## src/sv/anb2lp_pkg.sv

```systemverilog
`timescale 1ns / 1ps
// Shared types and constants of the Annex B to length-prefixed converter.
// No dependencies; used by the front end, the back end and the top level.
package anb2lp_pkg;

  // Width of the length and offset counters
  localparam int COUNT_BITS_DEFAULT = 24;
  // Depth of the command queue between front and back (power of two)
  localparam int QUEUE_DEPTH_DEFAULT = 4;

  // Result field widths
  localparam int BYTE_W   = 8;
  localparam int FIELD_W  = 24;
  localparam int KIND_W   = 2;
  localparam int PSIZE_W  = 3;
  localparam int NZERO_W  = 3;

  localparam logic [PSIZE_W-1:0] PREFIX_SIZE_RESET = 3'd4;
  localparam logic [BYTE_W-1:0]  START_CODE_BYTE   = 8'h01;

  // Result kinds
  localparam logic [KIND_W-1:0] KIND_PAYLOAD = 2'd0;
  localparam logic [KIND_W-1:0] KIND_LENGTH  = 2'd1;
  localparam logic [KIND_W-1:0] KIND_ERROR   = 2'd2;

  // Record emitted at the end of a command
  localparam logic [1:0] POST_NONE  = 2'd0;
  localparam logic [1:0] POST_CLOSE = 2'd1;
  localparam logic [1:0] POST_ERROR = 2'd2;

  // Control part of one queued command; counts and offsets travel beside it
  typedef struct packed {
    logic               pre_valid;   // close previous unit first
    logic [NZERO_W-1:0] nzero;       // zero payload bytes to emit
    logic               byte_valid;  // then one data payload byte
    logic [BYTE_W-1:0]  data_byte;
    logic [1:0]         post;        // final record of the access unit
  } cmd_ctl_t;

endpackage

```

## src/sv/annexb_to_length_prefixed.sv

```systemverilog
`timescale 1ns / 1ps
// Annex B to length-prefixed converter, top level.
// Depends on anb2lp_pkg, anb2lp_front, anb2lp_queue and anb2lp_back.
//
// Input stream: one byte of an Annex B access unit per transaction, s_tlast
// on the final byte. Output stream: one result per transaction. m_tuser is
// the kind (payload byte, length record, error); m_tdata carries the payload
// byte, the unit length and the output offset; m_tlast marks the final
// result of the access unit. Start codes are stripped; each unit ends with a
// length record giving where a big-endian prefix of prefix_size bytes goes.
// The front end takes one byte per cycle while the command queue has room.
// Each byte gives a command of zero to five results; while the receiver is
// ready, the back end emits one result per cycle, so the sustained rate is
// one byte per cycle as long as bytes average at most one result; runs of
// held zeros and length records are absorbed by the queue. When the receiver
// stalls, the output register holds, then the queue fills and s_tready drops.
// Reset clears all unit state, empties the queue and sets prefix_size to 4.
// The user must write cfg_data only while the block idles; it is not enforced.
module annexb_to_length_prefixed import anb2lp_pkg::*; #(
  parameter int COUNT_BITS  = COUNT_BITS_DEFAULT,
  parameter int QUEUE_DEPTH = QUEUE_DEPTH_DEFAULT
) (
  input  logic               clk,
  input  logic               rst,
  input  logic               cfg_valid,
  output logic               cfg_ready,
  input  logic [PSIZE_W-1:0] cfg_data,     // prefix_size
  input  logic               s_tvalid,
  output logic               s_tready,
  input  logic [7:0]         s_tdata,      // data_byte
  input  logic               s_tlast,      // last_byte
  output logic               m_tvalid,
  input  logic               m_tready,
  output logic [55:0]        m_tdata,      // out_byte, unit_length, out_offset
  output logic [KIND_W-1:0]  m_tuser,      // kind
  output logic               m_tlast       // last_result
);

  localparam int CMD_W = $bits(cmd_ctl_t) + 5 * COUNT_BITS;

  logic [PSIZE_W-1:0]    prefix_size;
  logic                  q_push;
  logic                  q_pop;
  logic                  q_full;
  logic                  q_empty;
  cmd_ctl_t              f_ctl;
  cmd_ctl_t              b_ctl;
  logic [COUNT_BITS-1:0] f_pre_len, f_pre_off, f_base_off, f_post_len, f_post_off;
  logic [COUNT_BITS-1:0] b_pre_len, b_pre_off, b_base_off, b_post_len, b_post_off;
  logic [CMD_W-1:0]      q_in;
  logic [CMD_W-1:0]      q_out;
  logic [BYTE_W-1:0]     res_byte;
  logic [FIELD_W-1:0]    res_length;
  logic [FIELD_W-1:0]    res_offset;

  // Configuration register
  assign cfg_ready = 1'b1;

  always_ff @(posedge clk) begin
    if (rst) begin
      prefix_size <= PREFIX_SIZE_RESET;
    end else if (cfg_valid) begin
      prefix_size <= cfg_data;
    end
  end

  anb2lp_front #(
    .COUNT_BITS (COUNT_BITS)
  ) u_front (
    .clk         (clk),
    .rst         (rst),
    .prefix_size (prefix_size),
    .in_valid    (s_tvalid),
    .in_ready    (s_tready),
    .in_byte     (s_tdata),
    .in_last     (s_tlast),
    .q_full      (q_full),
    .q_push      (q_push),
    .cmd_ctl     (f_ctl),
    .pre_len     (f_pre_len),
    .pre_off     (f_pre_off),
    .base_off    (f_base_off),
    .post_len    (f_post_len),
    .post_off    (f_post_off)
  );

  assign q_in = {f_post_off, f_post_len, f_base_off, f_pre_off, f_pre_len, f_ctl};
  assign {b_post_off, b_post_len, b_base_off, b_pre_off, b_pre_len, b_ctl} = q_out;

  anb2lp_queue #(
    .WIDTH (CMD_W),
    .DEPTH (QUEUE_DEPTH)
  ) u_queue (
    .clk       (clk),
    .rst       (rst),
    .push      (q_push),
    .push_data (q_in),
    .pop       (q_pop),
    .pop_data  (q_out),
    .full      (q_full),
    .empty     (q_empty)
  );

  anb2lp_back #(
    .COUNT_BITS (COUNT_BITS)
  ) u_back (
    .clk        (clk),
    .rst        (rst),
    .q_empty    (q_empty),
    .q_pop      (q_pop),
    .cmd_ctl    (b_ctl),
    .pre_len    (b_pre_len),
    .pre_off    (b_pre_off),
    .base_off   (b_base_off),
    .post_len   (b_post_len),
    .post_off   (b_post_off),
    .out_valid  (m_tvalid),
    .out_ready  (m_tready),
    .out_kind   (m_tuser),
    .out_byte   (res_byte),
    .out_length (res_length),
    .out_offset (res_offset),
    .out_last   (m_tlast)
  );

  assign m_tdata = {res_offset, res_length, res_byte};

  // Error records always close the access unit
  assert property (@(posedge clk) disable iff (rst)
    (m_tvalid && m_tuser == KIND_ERROR) |-> m_tlast)
    else $error("error record without last flag");

  // Payload results never carry a length and never close the unit
  assert property (@(posedge clk) disable iff (rst)
    (m_tvalid && m_tuser == KIND_PAYLOAD) |-> (!m_tlast && m_tdata[31:8] == '0))
    else $error("payload result with length or last flag");

  // The queue is never written while full nor read while empty
  assert property (@(posedge clk) disable iff (rst)
    !(q_push && q_full) && !(q_pop && q_empty))
    else $error("command queue overrun or underrun");

endmodule

```

## src/sv/anb2lp_front.sv

```systemverilog
`timescale 1ns / 1ps
// Front end: takes one byte per transaction, tracks start codes and unit
// state, and turns each byte into a compact command. Depends on anb2lp_pkg.
module anb2lp_front import anb2lp_pkg::*; #(
  parameter int COUNT_BITS = COUNT_BITS_DEFAULT
) (
  input  logic                  clk,
  input  logic                  rst,
  input  logic [PSIZE_W-1:0]    prefix_size,
  input  logic                  in_valid,
  output logic                  in_ready,
  input  logic [BYTE_W-1:0]     in_byte,
  input  logic                  in_last,
  input  logic                  q_full,
  output logic                  q_push,
  output cmd_ctl_t              cmd_ctl,
  output logic [COUNT_BITS-1:0] pre_len,
  output logic [COUNT_BITS-1:0] pre_off,
  output logic [COUNT_BITS-1:0] base_off,
  output logic [COUNT_BITS-1:0] post_len,
  output logic [COUNT_BITS-1:0] post_off
);

  logic [1:0]            zero_run;
  logic                  at_first_byte;
  logic                  first_byte_bad;
  logic                  inside_unit;
  logic [COUNT_BITS-1:0] unit_count;
  logic [COUNT_BITS-1:0] unit_prefix_offset;
  logic [COUNT_BITS-1:0] output_position;

  logic                  accept;
  logic                  bad_now;
  logic                  start_code;
  logic                  pre_close;
  logic                  unit_error;
  logic [1:0]            zero_run_next;
  logic                  inside_next;
  logic [NZERO_W-1:0]    zeros;
  logic                  emit_byte;
  logic [NZERO_W-1:0]    pay_count;
  logic [COUNT_BITS:0]   count_sum;
  logic [COUNT_BITS-1:0] count_base;
  logic [COUNT_BITS-1:0] unit_count_next;
  logic [COUNT_BITS-1:0] prefix_offset_next;
  logic [COUNT_BITS-1:0] position_next;

  assign in_ready = !q_full;
  assign accept   = in_valid && in_ready;

  // Classify the byte against the held zero run
  always_comb begin
    bad_now       = at_first_byte ? (in_byte != '0) : first_byte_bad;
    start_code    = 1'b0;
    pre_close     = 1'b0;
    zero_run_next = zero_run;
    inside_next   = inside_unit;
    zeros         = '0;
    emit_byte     = 1'b0;
    if (!bad_now) begin
      if (in_byte == '0) begin
        if (zero_run == 2'd3) begin
          zeros = NZERO_W'(1);
        end else begin
          zero_run_next = zero_run + 2'd1;
        end
      end else if (in_byte == START_CODE_BYTE && zero_run >= 2'd2) begin
        start_code    = 1'b1;
        pre_close     = inside_unit;
        inside_next   = 1'b1;
        zero_run_next = '0;
      end else begin
        zeros         = NZERO_W'(zero_run);
        zero_run_next = '0;
        emit_byte     = 1'b1;
      end
    end
    // payload only counts once a start code was seen
    if (!inside_unit) begin
      zeros     = '0;
      emit_byte = 1'b0;
    end
    unit_error = in_last && (bad_now || !inside_next);
    // trailing held zeros belong to the payload
    if (in_last && !unit_error) begin
      zeros = zeros + NZERO_W'(zero_run_next);
    end
    if (unit_error) begin
      zeros     = '0;
      emit_byte = 1'b0;
      pre_close = 1'b0;
    end
  end

  // Length, prefix offset and output position after this byte
  always_comb begin
    pay_count          = zeros + NZERO_W'(emit_byte);
    count_base         = start_code ? '0 : unit_count;
    count_sum          = {1'b0, count_base} + (COUNT_BITS + 1)'(pay_count);
    unit_count_next    = count_sum[COUNT_BITS] ? '1 : count_sum[COUNT_BITS-1:0];
    prefix_offset_next = start_code ? output_position : unit_prefix_offset;
    position_next      = output_position + (start_code ? COUNT_BITS'(prefix_size)
                                                       : COUNT_BITS'(pay_count));
  end

  // Command toward the back end
  always_comb begin
    cmd_ctl.pre_valid  = pre_close;
    cmd_ctl.nzero      = zeros;
    cmd_ctl.byte_valid = emit_byte;
    cmd_ctl.data_byte  = in_byte;
    cmd_ctl.post       = unit_error ? POST_ERROR : (in_last ? POST_CLOSE : POST_NONE);
    pre_len            = unit_count;
    pre_off            = unit_prefix_offset;
    base_off           = output_position;
    post_len           = unit_count_next;
    post_off           = prefix_offset_next;
    q_push             = accept && (pre_close || zeros != '0 || emit_byte || in_last);
  end

  // Unit state
  always_ff @(posedge clk) begin
    if (rst || (accept && in_last)) begin
      zero_run           <= '0;
      at_first_byte      <= 1'b1;
      first_byte_bad     <= 1'b0;
      inside_unit        <= 1'b0;
      unit_count         <= '0;
      unit_prefix_offset <= '0;
      output_position    <= '0;
    end else if (accept) begin
      zero_run           <= zero_run_next;
      at_first_byte      <= 1'b0;
      first_byte_bad     <= bad_now;
      inside_unit        <= inside_next;
      unit_count         <= unit_count_next;
      unit_prefix_offset <= prefix_offset_next;
      output_position    <= position_next;
    end
  end

endmodule

```

## src/sv/anb2lp_queue.sv

```systemverilog
`timescale 1ns / 1ps
// Command queue between front and back end: small register FIFO with
// simultaneous push and pop. Depends on anb2lp_pkg for defaults.
module anb2lp_queue import anb2lp_pkg::*; #(
  parameter int WIDTH = 8,
  parameter int DEPTH = QUEUE_DEPTH_DEFAULT
) (
  input  logic             clk,
  input  logic             rst,
  input  logic             push,
  input  logic [WIDTH-1:0] push_data,
  input  logic             pop,
  output logic [WIDTH-1:0] pop_data,
  output logic             full,
  output logic             empty
);

  localparam int PTR_W = (DEPTH > 1) ? $clog2(DEPTH) : 1;
  localparam int CNT_W = $clog2(DEPTH + 1);

  logic [WIDTH-1:0] entries [DEPTH];
  logic [PTR_W-1:0] wr_ptr;
  logic [PTR_W-1:0] rd_ptr;
  logic [CNT_W-1:0] count;

  assign full     = (count == CNT_W'(DEPTH));
  assign empty    = (count == '0);
  assign pop_data = entries[rd_ptr];

  // Pointers and fill level
  always_ff @(posedge clk) begin
    if (rst) begin
      wr_ptr <= '0;
      rd_ptr <= '0;
      count  <= '0;
    end else begin
      if (push) begin
        wr_ptr <= (wr_ptr == PTR_W'(DEPTH - 1)) ? '0 : wr_ptr + PTR_W'(1);
      end
      if (pop) begin
        rd_ptr <= (rd_ptr == PTR_W'(DEPTH - 1)) ? '0 : rd_ptr + PTR_W'(1);
      end
      if (push && !pop) begin
        count <= count + CNT_W'(1);
      end else if (pop && !push) begin
        count <= count - CNT_W'(1);
      end
    end
  end

  // Storage
  always_ff @(posedge clk) begin
    if (push) begin
      entries[wr_ptr] <= push_data;
    end
  end

endmodule

```

## src/sv/anb2lp_back.sv

```systemverilog
`timescale 1ns / 1ps
// Back end: expands each queued command into result transactions, one per
// unstalled cycle, into a registered output stage. Depends on anb2lp_pkg.
module anb2lp_back import anb2lp_pkg::*; #(
  parameter int COUNT_BITS = COUNT_BITS_DEFAULT
) (
  input  logic                  clk,
  input  logic                  rst,
  input  logic                  q_empty,
  output logic                  q_pop,
  input  cmd_ctl_t              cmd_ctl,
  input  logic [COUNT_BITS-1:0] pre_len,
  input  logic [COUNT_BITS-1:0] pre_off,
  input  logic [COUNT_BITS-1:0] base_off,
  input  logic [COUNT_BITS-1:0] post_len,
  input  logic [COUNT_BITS-1:0] post_off,
  output logic                  out_valid,
  input  logic                  out_ready,
  output logic [KIND_W-1:0]     out_kind,
  output logic [BYTE_W-1:0]     out_byte,
  output logic [FIELD_W-1:0]    out_length,
  output logic [FIELD_W-1:0]    out_offset,
  output logic                  out_last
);

  // Command being expanded
  logic                  active;
  logic                  pre_pend;
  logic [NZERO_W-1:0]    zeros_left;
  logic                  byte_pend;
  logic [1:0]            post_pend;
  logic [BYTE_W-1:0]     cur_byte;
  logic [COUNT_BITS-1:0] cur_pre_len;
  logic [COUNT_BITS-1:0] cur_pre_off;
  logic [COUNT_BITS-1:0] cur_post_len;
  logic [COUNT_BITS-1:0] cur_post_off;
  logic [COUNT_BITS-1:0] cur_off;

  logic                  load;
  logic                  emit;
  logic                  pre_pend_next;
  logic [NZERO_W-1:0]    zeros_left_next;
  logic                  byte_pend_next;
  logic [1:0]            post_pend_next;
  logic                  advance;
  logic                  done;
  logic [KIND_W-1:0]     kind_next;
  logic [BYTE_W-1:0]     byte_next;
  logic [FIELD_W-1:0]    length_next;
  logic [FIELD_W-1:0]    offset_next;
  logic                  last_next;

  assign load  = !out_valid || out_ready;
  assign emit  = active && load;
  assign q_pop = !q_empty && (!active || (emit && done));

  // Pick the next result in order: close, zeros, byte, final record
  always_comb begin
    pre_pend_next   = pre_pend;
    zeros_left_next = zeros_left;
    byte_pend_next  = byte_pend;
    post_pend_next  = post_pend;
    advance         = 1'b0;
    kind_next       = KIND_PAYLOAD;
    byte_next       = '0;
    length_next     = '0;
    offset_next     = FIELD_W'(cur_off);
    last_next       = 1'b0;
    if (pre_pend) begin
      pre_pend_next = 1'b0;
      kind_next     = KIND_LENGTH;
      length_next   = FIELD_W'(cur_pre_len);
      offset_next   = FIELD_W'(cur_pre_off);
    end else if (zeros_left != '0) begin
      zeros_left_next = zeros_left - NZERO_W'(1);
      advance         = 1'b1;
    end else if (byte_pend) begin
      byte_pend_next = 1'b0;
      byte_next      = cur_byte;
      advance        = 1'b1;
    end else begin
      post_pend_next = POST_NONE;
      last_next      = 1'b1;
      if (post_pend == POST_ERROR) begin
        kind_next   = KIND_ERROR;
        offset_next = '0;
      end else begin
        kind_next   = KIND_LENGTH;
        length_next = FIELD_W'(cur_post_len);
        offset_next = FIELD_W'(cur_post_off);
      end
    end
    done = !pre_pend_next && zeros_left_next == '0 && !byte_pend_next &&
           post_pend_next == POST_NONE;
  end

  // Command registers
  always_ff @(posedge clk) begin
    if (rst) begin
      active <= 1'b0;
    end else if (q_pop) begin
      active <= 1'b1;
    end else if (emit && done) begin
      active <= 1'b0;
    end
  end

  always_ff @(posedge clk) begin
    if (q_pop) begin
      pre_pend     <= cmd_ctl.pre_valid;
      zeros_left   <= cmd_ctl.nzero;
      byte_pend    <= cmd_ctl.byte_valid;
      post_pend    <= cmd_ctl.post;
      cur_byte     <= cmd_ctl.data_byte;
      cur_pre_len  <= pre_len;
      cur_pre_off  <= pre_off;
      cur_post_len <= post_len;
      cur_post_off <= post_off;
      cur_off      <= base_off;
    end else if (emit) begin
      pre_pend   <= pre_pend_next;
      zeros_left <= zeros_left_next;
      byte_pend  <= byte_pend_next;
      post_pend  <= post_pend_next;
      if (advance) begin
        cur_off <= cur_off + COUNT_BITS'(1);
      end
    end
  end

  // Output register
  always_ff @(posedge clk) begin
    if (rst) begin
      out_valid <= 1'b0;
    end else if (load) begin
      out_valid <= active;
    end
  end

  always_ff @(posedge clk) begin
    if (emit) begin
      out_kind   <= kind_next;
      out_byte   <= byte_next;
      out_length <= length_next;
      out_offset <= offset_next;
      out_last   <= last_next;
    end
  end

endmodule

```

## config.mk

```make
export PLATFORM = sky130hd
export DESIGN_NAME = annexb_to_length_prefixed
export DESIGN_NICKNAME = d
export VERILOG_FILES = /design/src/sv/anb2lp_pkg.sv /design/src/sv/annexb_to_length_prefixed.sv /design/src/sv/anb2lp_front.sv /design/src/sv/anb2lp_queue.sv /design/src/sv/anb2lp_back.sv
export SDC_FILE = /design/constraint.sdc
export NUM_CORES = 1
export LEC_CHECK = 0
export BUFFER_PORTS_ARGS = -buffer_cell sky130_fd_sc_hd__buf_2
export CORE_MARGIN = 1
export CORE_UTILIZATION = 25
export DETAILED_ROUTE_END_ITERATION = 6
export PLACE_DENSITY = 0.4
export SYNTH_ARGS = -nofsm -noshare
export SYNTH_HDL_FRONTEND = slang
export SYNTH_SLANG_ARGS = --single-unit
```

## constraint.sdc

```tcl
create_clock -name clk -period 12 [get_ports clk]
set_clock_uncertainty 0.05 [all_clocks]
set_input_delay 2.4 -clock clk [delete_from_list [all_inputs] [get_ports clk]]
set_output_delay 2.4 -clock clk [all_outputs]
set_load 0.05 [all_outputs]
```

==> results.md, run 1 <==
* Top FF cell, synth: edfxtp_1
* Synth Warn # at 0
* Cts bufs inserted at 93
* Routed vias at 17060
* Met1 Usage GRT at 16.08%
* H-tree levels at 3
* Tot GR Track Use at 12.58%
* Pin count of the biggest net entering global routing at 64
* Sw power at 2.665 mW
* Top Usage Layer GRT: met2
* Sum Neg Setup Slack at 0 ns
* EDFF count, synth at 734
* Most common cell in the netlist: edfxtp_1
* I/O pins at 79
* Cell taking the most area after synthesis: edfxtp_1
* Share of the synthesized area in the top cell type at 67.99%
* Root Driver: clkbuf_16
* Port buffer count at 77
* Clock-pin slew on the worst setup and hold paths at 0.06 ns
* Fin nets at 2050
* CP dominant cell by count: inv_1
* Final setup vio count at 0
* Final WL at 81.97 mm
* Final Worst Setup Slack at 4.268 ns
* Final Hold Fails at 0
* Worst EP arrival at about 8.1 ns
* Global-route met2 utilization at 21.92%
* Place WS at 3.582 ns
* Sequential share of power at 46.3%
* Clock power share at between 30% and 40%
* Final period util at 64.43%
* Status: complete, no violations
* GR Layer Usage met3 at 2.079%
* Synth Instances at 1911
* Avg Vias per Cell at 4.468
* Peak supply drop at 0.0001863 V
* Seq/Total Area, Yosys at 73.61%
* # rows at 131
* Syn nets at roughly 2000
* P&R area growth vs syn at 16.14%
* CP Cell Sequence: buf_2 > or4_1 > o41ai_1 > or2_2 > inv_1 > ha_1 > inv_1 > fa_1 > nand2b_1 > o22ai_1 > ha_1 > inv_1 > fa_1 > nor2b_1 > o211ai_1 > buf_4 > nor3_1 > nand4_2 > o21ai_0
* Least-Margin Pin Slew at roughly 1.1 ns
* RePlAce Congestion at ~0.73
* CP Class: input port to flip-flop
* Postcts setup bufs at 0
* F_max at 0.1293 GHz
* TritonCTS clock tree: built
* Vias in the first global route at 18210
* CP Buf/Inv Count at 5
* Die height at 362.1 um
* Max-cap violations at 0
* Hold Crit Class: flip-flop to flip-flop
* Commonest cells post-synth: edfxtp_1, nand2_1, mux4_2
* Synth Area per Inst at 16.96 um2
* DRT antenna net count at 0
* Clk buf depth at 3
* Global-route wire length before repair at about 120 mm
* Max-slew headroom at 25.95%
* Number of DRC markers in iteration 0 at between 800 and 900
* Post-Syn Area at roughly 32000 um2
* Element type at the critical path end: flip-flop
* RSZ-0062 raised after global routing: no
* Async SR Flop Fraction at 0%
* Synth area leaders: edfxtp_1, mux4_2, dfxtp_1
* Switching portion of total power at 30.92%
* Gr ovfl total at 0
* Clock Latency Late Sink at 0.65 ns
* Fin. max-slew vios at 0
* DRC viols at 0
* Crit path max fanout at 16
* CP max-delay cell: or4_1
* Die Width at 362.1 um
* # hold bufs at CTS at 0
* Die area at 131100 um2
* CTS sink cnt at 825
* Pwr per Cell Area at 228.9 nW/um2
* Starting Density at between 20% and 30%
* Routed wire length per instance at 21.48 um
* Int Power at between 5 and 6 mW
* Initial antenna violation count at 2
* Fraction of layout instances using a drive strength above 1 at 20.99%
* Post-cts sizing count at 0
* Cell variety after synth at 69
* Delay-heaviest family, CP: simple AND/OR/NAND/NOR gates
* Worst path max stage delay at 0.67 ns
* Min Tclk post-route at 7.732 ns
* First drt pass iteration count at 5
* Req. time, crit path at 12.35 ns
* Combinational share of power at between 20 and 25%
* CORE AREA at 128000 um2
* Yosys reg bits at roughly 830
* Leakage at 12.15 nW
* HPWL Detailed at between 40 and 50 mm
* CP Launch Type: input port
-- worst reg2reg max path, delay by kind of cell, from the launching register on --
kind	cells	cell delay, ns
DFF	1	0.43
AOI/OAI and AO/OA	4	1.07
adders and majority gates	4	1.24
buffers and inverters	4	0.39
and+or+nand+nor	6	2.44
-- state kept, by name, indices dropped and copies added (netlist names), 3 cells and up, named ones only --
| name | flops |
|---|---|
| u_queue.entries | 540 |
| u_back.cur_off | 24 |
| u_back.cur_post_len | 24 |
| u_back.cur_post_off | 24 |
| u_back.cur_pre_len | 24 |
| u_back.cur_pre_off | 24 |
| u_back.out_length | 24 |
| u_back.out_offset | 24 |
| u_front.base_off | 24 |
| u_front.pre_len | 24 |
| u_front.pre_off | 24 |
| u_back.cur_byte | 8 |
| u_back.out_byte | 8 |
| prefix_size | 3 |
| u_back.zeros_left | 3 |
| u_queue.count | 3 |
-- kinds of logic (layout without fill, tap and decap cells) --
| kind of cell | count (synthesis) | after routing | share of synthesized area (%) |
|---|---|---|---|
| DFF | 825 | 825 | 73.61 |
| and+or+nand+nor | 443 | 443 | 6.704 |
| AOI/OAI and AO/OA | 258 | 258 | 4.790 |
| muxes | 173 | 173 | 10.67 |
| buffers and inverters | 134 | 310 | 1.783 |
| xor gates and xnor gates | 55 | 55 | 1.486 |
| adders and majority gates | 22 | 22 | 0.9418 |
| other | 1 | 2 | 0.01157 |
-- routing by layer --
layer | wire, um | up-vias
li1 | - | 7721
met1 | 36420 | 8927
met2 | 41330 | 288
met3 | 2509 | 117
met4 | 1701 | 2
met5 | 9 | -
-- layout make-up --
| class | count | area, um2 |
|---|---|---|
| Inverter | 28 | 108.9 |
| Clock buffer | 126 | 2564 |
| Clock inverter | 45 | 235.2 |
| Tap cell | 1729 | 2163 |
| Multi-Input combinational cell | 952 | 8063 |
| Fill cell | 12630 | 90360 |
| Sequential cell | 825 | 23870 |
| Antenna cell | 1 | 2.502 |
| Timing Repair Buffer | 111 | 640.6 |
-- layout by cell type, fill, tap and decap left out, types with 7 or more instances in the layout --
cell	n
mux4_2	135
inv_1	26
xor2_1	16
o211ai_1	7
nor2_1	52
mux2_2	30
o21ai_0	84
clkinv_1	18
clkbuf_8	7
or3_1	13
clkbuf_16	95
dfxtp_1	89
nor3_1	28
buf_2	77
clkinv_2	25
edfxtp_1	734
mux2i_1	8
ha_1	18
xnor2_1	39
a211oi_1	7
a21oi_1	87
nand3_1	26
nand2_1	188
a22o_1	24
and2_1	7
buf_4	34
nor2b_1	9
nor4_1	11
nand4_1	16
clkbuf_1	24
a31oi_1	8
and3_1	43
-- power by group through the flow --
stage / Sequential (mW) / Clock (mW) / Combinational [mW]
after floorplan: 4.26 / 0 / 1.15
after global placement: 4.06 / 0 / 2.05
after detailed placement: 4.07 / 0 / 2.05
after CTS: 4.01 / 2.74 / 2.06
after global routing: 4.05 / 2.83 / 2.16
final: 3.99 / 2.64 / 1.98
-- metrics by stage --
stage	cell area (um2)	utilization [%]	cells	power (mW)	hold WS, ns
after floorplan	32420	-	1911	5.410	0.4102
after global placement	34850	27.22	3645	6.111	0.4183
after detailed placement	34850	27.22	3645	6.122	0.4465
after CTS	37640	29.41	3816	8.808	0.4557
after global routing	37640	29.41	3816	9.046	0.4780
final	37650	29.41	3817	8.618	0.4494
-- worst paths after layout --
check / from / end / slack (ns) / depth (start not counted)
max: s_tdata[3] / u_queue.entries[0][104] / 4.27 / 19
min: u_queue.rd_ptr[1] / flip-flop / 0.45 / 2
max reg2reg: u_front.at_first_byte / u_queue.entries[0][104] / 6.14 / 18
min reg2reg: u_queue.rd_ptr[1] / flip-flop / 0.45 / 2
(Power assumes the default switching activity.)
==> run 2, diff against run 1 <==
==> constraint.sdc (replaced) <==
create_clock -name clk -period 7.4 [get_ports clk]
set_clock_uncertainty 0.05 [all_clocks]
set_input_delay 1.48 -clock clk [delete_from_list [all_inputs] [get_ports clk]]
set_output_delay 1.48 -clock clk [all_outputs]
set_load 0.05 [all_outputs]
==> run 2 against run 1 <==
Power up 69%. Global-route usage fell by 0.061 points. First-iteration DRC count grew 5.2%. Worst setup slack worse by 3.2 ns. Register-to-register slack got worse by 4.1 ns. Largest cell class unchanged. Highest routed layer unchanged.
==> results.md, run 2 (same netlist as run 1, synthesis figures left out) <==
* P&R area growth vs syn at 17.76%
* Most common cell after layout, fill and taps aside: edfxtp_1
* DRT antenna net count at 0
* CP max-delay cell: o41ai_1
* # rows at 131
* Pwr per Cell Area at ~380 nW/um2
* Cts bufs inserted at between 90 and 100
* Clock Latency Late Sink at roughly 0.7 ns
* Req. time, crit path at 7.80 ns
* Min Tclk post-route at around 6.4 ns
* Die area at 131100 um2
* R2R setup slack at 2.07 ns
* TritonCTS clock tree: built
* Worst EP arrival at 6.76 ns
* CP Buf/Inv Count at 3
* HP Start: u_queue.rd_ptr[1]
* F_max at ~0.16 GHz
* Post-cts sizing count at 0
* Fin. max-slew vios at 0
* Postcts setup bufs at 0
* Final Util at 29.82%
* Leakage at 12.37 nW
* Avg Vias per Cell at roughly 4.5
* RePlAce Congestion at 0.7301
* Tot GR Track Use at 12.52%
* Ant. Diodes at 0
* Die Width at 362.1 um
* Status: complete, no violations
* Global-route wire length before repair at 121.2 mm
* Max-cap violations at 0
* Fraction of layout instances using a drive strength above 1 at between 20 and 25%
* Fin nets at 2054
* Max-slew headroom at between 20% and 30%
* Final Cell Area at approximately 38000 um2
* CP dominant cell by count: ha_1
* Final WL at 81.58 mm
* Final setup vio count at 0
* Reg2reg end: u_queue.entries[3][108]
* Most frequent cells in the layout: edfxtp_1, nand2_1, mux4_2
* R2R Path Start: u_front.at_first_byte
* Delay-heaviest family, CP: simple AND/OR/NAND/NOR gates
* Die height at 362.1 um
* Clock-pin slew on the worst setup and hold paths at about 0.060 ns
* Number of DRC markers in iteration 0 at around 940
* Initial antenna violation count at 2
* Stages on worst setup path at 18
* Largest reg by FF count: u_queue.entries
* Sum Neg Setup Slack at 0 ns
* # hold bufs at CTS at 0
* Hold Crit Class: flip-flop to flip-flop
* CP Class: input port to flip-flop
* Peak supply drop at 0.0002657 V
* Element type at the critical path end: flip-flop
* Cells on worst reg2reg path at 17
* DRC viols at 0
* Clk buf depth at 3
* I/O pins at 79
* Final period util at 85.96%
* First drt pass iteration count at 5
* Vias in the first global route at 18220
* Root Driver: clkbuf_16
* H-tree levels at 3
* Port buffer count at 77
* Worst path max stage delay at 0.68 ns
* Crit path max fanout at 6
* Starting Density at around a quarter
* CTS sink cnt at 825
* CP Cell Sequence: buf_2 > or4_1 > o41ai_1 > or2_2 > inv_1 > ha_1 > inv_1 > fa_1 > nand2b_1 > o22ai_1 > ha_1 > xor2_1 > ha_1 > nor2_1 > or4_4 > or4_4 > xor2_1 > o21ai_0
* HPWL Detailed at between 40 and 50 mm
* Routed wire length per instance at between 20 and 25 um
* Final Hold Fails at 0
* RSZ-0062 raised after global routing: no
* Pin count of the biggest net entering global routing at 87
* Hold depth at 2
* Least-Margin Pin Slew at 1.051 ns
* Max reg flops at 540
* Routed vias at around 17000
* Area after DPL at 34940 um2
* CP Launch Type: input port
* Gr ovfl total at 0
* CORE AREA at 128000 um2
run 2: worst min-delay path: cells and delay by family (launching register included):
family / cells / cell delay, ns
DFF: 1 / 0.31
and+or+nand+nor: 1 / 0.06
muxes: 1 / 0.08
run 2: metal layers:
metal	GRT usage, %	routed length [um]
met1	15.94	35920
met3	2.242	2824
met4	3.697	1856
met5	0	22
met2	21.58	40960
run 2: worst max-delay path by stage:
| stage | startpoint | endpoint | slack [ns] |
|---|---|---|---|
| finish | s_tdata[3] | u_queue.entries[3][108] | 1.04 |
| global route | s_tdata[3] | u_queue.entries[3][102] | 0.74 |
| CTS | s_tdata[3] | u_queue.entries[2][108] | 1.08 |
| detailed placement | s_tdata[3] | u_queue.entries[2][101] | 0.40 |
| global placement | s_tdata[3] | u_queue.entries[2][108] | 0.47 |
| floorplan | s_tdata[1] | u_queue.entries[0][0] | 1.22 |
run 2: report_power, final:
part | switching, mW | leakage [nW] | total, mW | internal [mW]
Clock | 1.88 | 1.59 | 4.84 | 2.96
Sequential | 0.387 | 7.69 | 6.46 | 6.07
Combinational | 2.10 | 3.10 | 3.24 | 1.14
run 2: final cells by class:
type,count,area [um2]
sequential,825,23870
inverter,28,108.9
fill,12620,89840
timing repair buffer,115,733.2
multi-input combinational,952,8063
clock inverter,42,540.5
clock buffer,130,2693
tap,1729,2163
run 2: through the flow:
step | worst slack (ns) | hold WS [ns] | cells | total power [mW]
floorplan | 1.223 | 0.4102 | 1911 | 8.773
global placement | 0.4709 | 0.4204 | 3649 | 9.908
detailed placement | 0.4009 | 0.4485 | 3649 | 9.933
CTS | 1.079 | 0.4575 | 3821 | 14.83
global route | 0.7442 | 0.4859 | 3821 | 15.20
finish | 1.039 | 0.4547 | 3821 | 14.53
==> run 3, diff against run 2 <==
--- a/config.mk
+++ b/config.mk
@@ -5,6 +5,7 @@
 export SDC_FILE = /design/constraint.sdc
 export NUM_CORES = 1
 export LEC_CHECK = 0
+export ABC_AREA = 1
 export BUFFER_PORTS_ARGS = -buffer_cell sky130_fd_sc_hd__buf_2
 export CORE_MARGIN = 1
 export CORE_UTILIZATION = 25
==> run 3 against run 2 <==
Die area is 1.2% higher. Fmax increased by 8.9%. Core utilization down 0.50 points. Sequential share of layout area is 0.19 points higher. First-iteration DRC count is 69% higher. Largest power group unchanged. Critical path type unchanged. Clock-buffer cell count fell by 1. Critical endpoint is now u_front.base_off[18]. Synthesized area increased by 1.2%.
==> results.md, run 3 <==
* Status: complete, no violations
* Vias in the first global route at 20870
* # rows at 132
* Commonest cells post-synth: edfxtp_1, nor2_1, o21ai_0
* Most frequent cells in the layout: edfxtp_1, nor2_1, o21ai_0
* Synth Area per Inst at 12.27 um2
* CP Launch Type: input port
* Final WL at between 90 and 100 mm
* Global-route wire length before repair at 136.8 mm
* Most common cell after layout, fill and taps aside: edfxtp_1
* RePlAce Congestion at approximately 0.74
* Routed wire length per instance at 20.44 um
* P&R area growth vs syn at 16.04%
* Fin nets at ~2800
* Area after DPL at 35120 um2
* CORE AREA at 129800 um2
* Max-slew headroom at 24.97%
* Leakage at 13.04 nW
* Fin. max-slew vios at 0
* Max reg flops at 540
* F_max at approximately 0.17 GHz
* DRC viols at 0
* Starting Density at 25.26%
* # hold bufs at CTS at 0
* Routed vias at 20710
* DRT antenna net count at 0
* H-tree levels at 3
* Root Driver: clkbuf_16
* Post-Syn Area at approximately 33000 um2
* Number of DRC markers in iteration 0 at 1593
* Die area at 132600 um2
* Syn nets at around 2700
* Top FF cell, synth: edfxtp_1
* Die height at 364.2 um
* Clock-pin slew on the worst setup and hold paths at ~0.06 ns
* Port buffer count at slightly below 80
* Cts bufs inserted at 94
* First drt pass iteration count at 5
* Final setup vio count at 0
* Most common cell in the netlist: edfxtp_1
* Largest reg by FF count: u_queue.entries
* Hold Crit Class: flip-flop to flip-flop
* Synth Warn # at 0
* Die Width at 364.2 um
* CP max-delay cell: fa_1
* EDFF count, synth at about 730
* Pwr per Cell Area at 406.9 nW/um2
* Avg Vias per Cell at 4.555
* Design Power at 15.48 mW
* Pin count of the biggest net entering global routing at 185
* Share of the synthesized area in the top cell type at 67.21%
* Postcts setup bufs at 0
* CTS sink cnt at 825
* Async SR Flop Fraction at 0%
* Final period util at 78.95%
* Least-Margin Pin Slew at 1.124 ns
* Synth area leaders: edfxtp_1, dfxtp_1, o21ai_0
* Worst EP arrival at 6.31 ns
* Gr ovfl total at 0
* Initial antenna violation count at 4
* I/O pins at 79
* Fraction of layout instances using a drive strength above 1 at between 10% and 20%
* Crit path max fanout at 9
* Final Cell Area at 38050 um2
* HPWL Detailed at 50.02 mm
* Max-cap violations at 0
* Clk buf depth at 3
* Final Hold Fails at 0
* Yosys reg bits at between 800 and 900
* Req. time, crit path at 7.87 ns
* Cell variety after synth at 49
* Post-cts sizing count at 0
* CP Class: input port to flip-flop
* TritonCTS clock tree: built
* Seq/Total Area, Yosys at 72.76%
* Synth Instances at 2673
* Cell taking the most area after synthesis: edfxtp_1
* Element type at the critical path end: flip-flop
* Peak supply drop at 0.0002952 V
* Tot GR Track Use at 13.92%
* Clock Latency Late Sink at between 0.6 and 0.7 ns
* Min Tclk post-route at 5.842 ns
* RSZ-0062 raised after global routing: no
* Worst path max stage delay at 0.44 ns
run 3: final cells by class:
class | instances | area, um2
inverters | 149 | 581.8
clock inverters | 45 | 335.3
diodes | 1 | 2.502
multi-input cells | 1551 | 7799
flip-flops and latches | 825 | 23870
clock buffers | 129 | 2595
fillers | 13190 | 91760
repair buffers | 106 | 690.7
well taps | 1742 | 2180
run 3: where the power goes:
part	total (mW)	switching [mW]	internal, mW
logic	4.44	3.40	1.04
clock network	4.43	1.90	2.53
registers	6.61	0.353	6.26
run 3: through the flow:
stage / std cells / TNS, ns / worst slack, ns / util (%) / hold WS [ns]
floorplan: 2673 / -930.77 / -1.724 / - / 0.3789
global placement: 4373 / 0 / 1.081 / 27.05 / 0.4231
detailed placement: 4373 / 0 / 0.8815 / 27.05 / 0.4314
CTS: 4547 / 0 / 1.626 / 29.31 / 0.4420
global route: 4547 / 0 / 1.044 / 29.31 / 0.4535
finish: 4548 / 0 / 1.558 / 29.31 / 0.4382
run 3: critical path: cells and delay by family:
| kind | cells | cell delay (ns) |
|---|---|---|
| multiplexers | 1 | 0.35 |
| adder cells (fa/ha/maj) | 4 | 1.32 |
| buffers and inverters | 3 | 0.29 |
| AO/OA/AOI/OAI | 4 | 0.74 |
| XOR/XNOR | 1 | 0.15 |
| AND/OR/NAND/NOR | 14 | 1.94 |
run 3: logic make-up after synthesis:
group,synth area share [%]
adders and majority gates,0.9309
and+or+nand+nor,11.07
AOI/OAI and AO/OA,10.79
DFF,72.76
xor gates and xnor gates,0.7745
other,0.01143
muxes,0.03052
buffers and inverters,3.636
run 3: path summary, 6_finish.rpt:
kind | startpoint | endpoint | slack, ns | cells past startpoint
min | u_front.at_first_byte | u_front.at_first_byte | 0.44 | 2
max | s_tdata[7] | u_front.base_off[18] | 1.56 | 27
min reg2reg | u_front.at_first_byte | u_front.at_first_byte | 0.44 | 2
max reg2reg | u_front.zero_run[1] | u_front.base_off[18] | 2.45 | 23
run 3: per-layer routing:
layer | up-vias | global-route usage [%] | wire [um]
li1 | 9737 | - | -
met4 | 2 | 4.169 | 1847
met3 | 122 | 2.486 | 4593
met2 | 494 | 22.74 | 43820
met5 | - | 0 | 13
met1 | 10360 | 18.73 | 42690
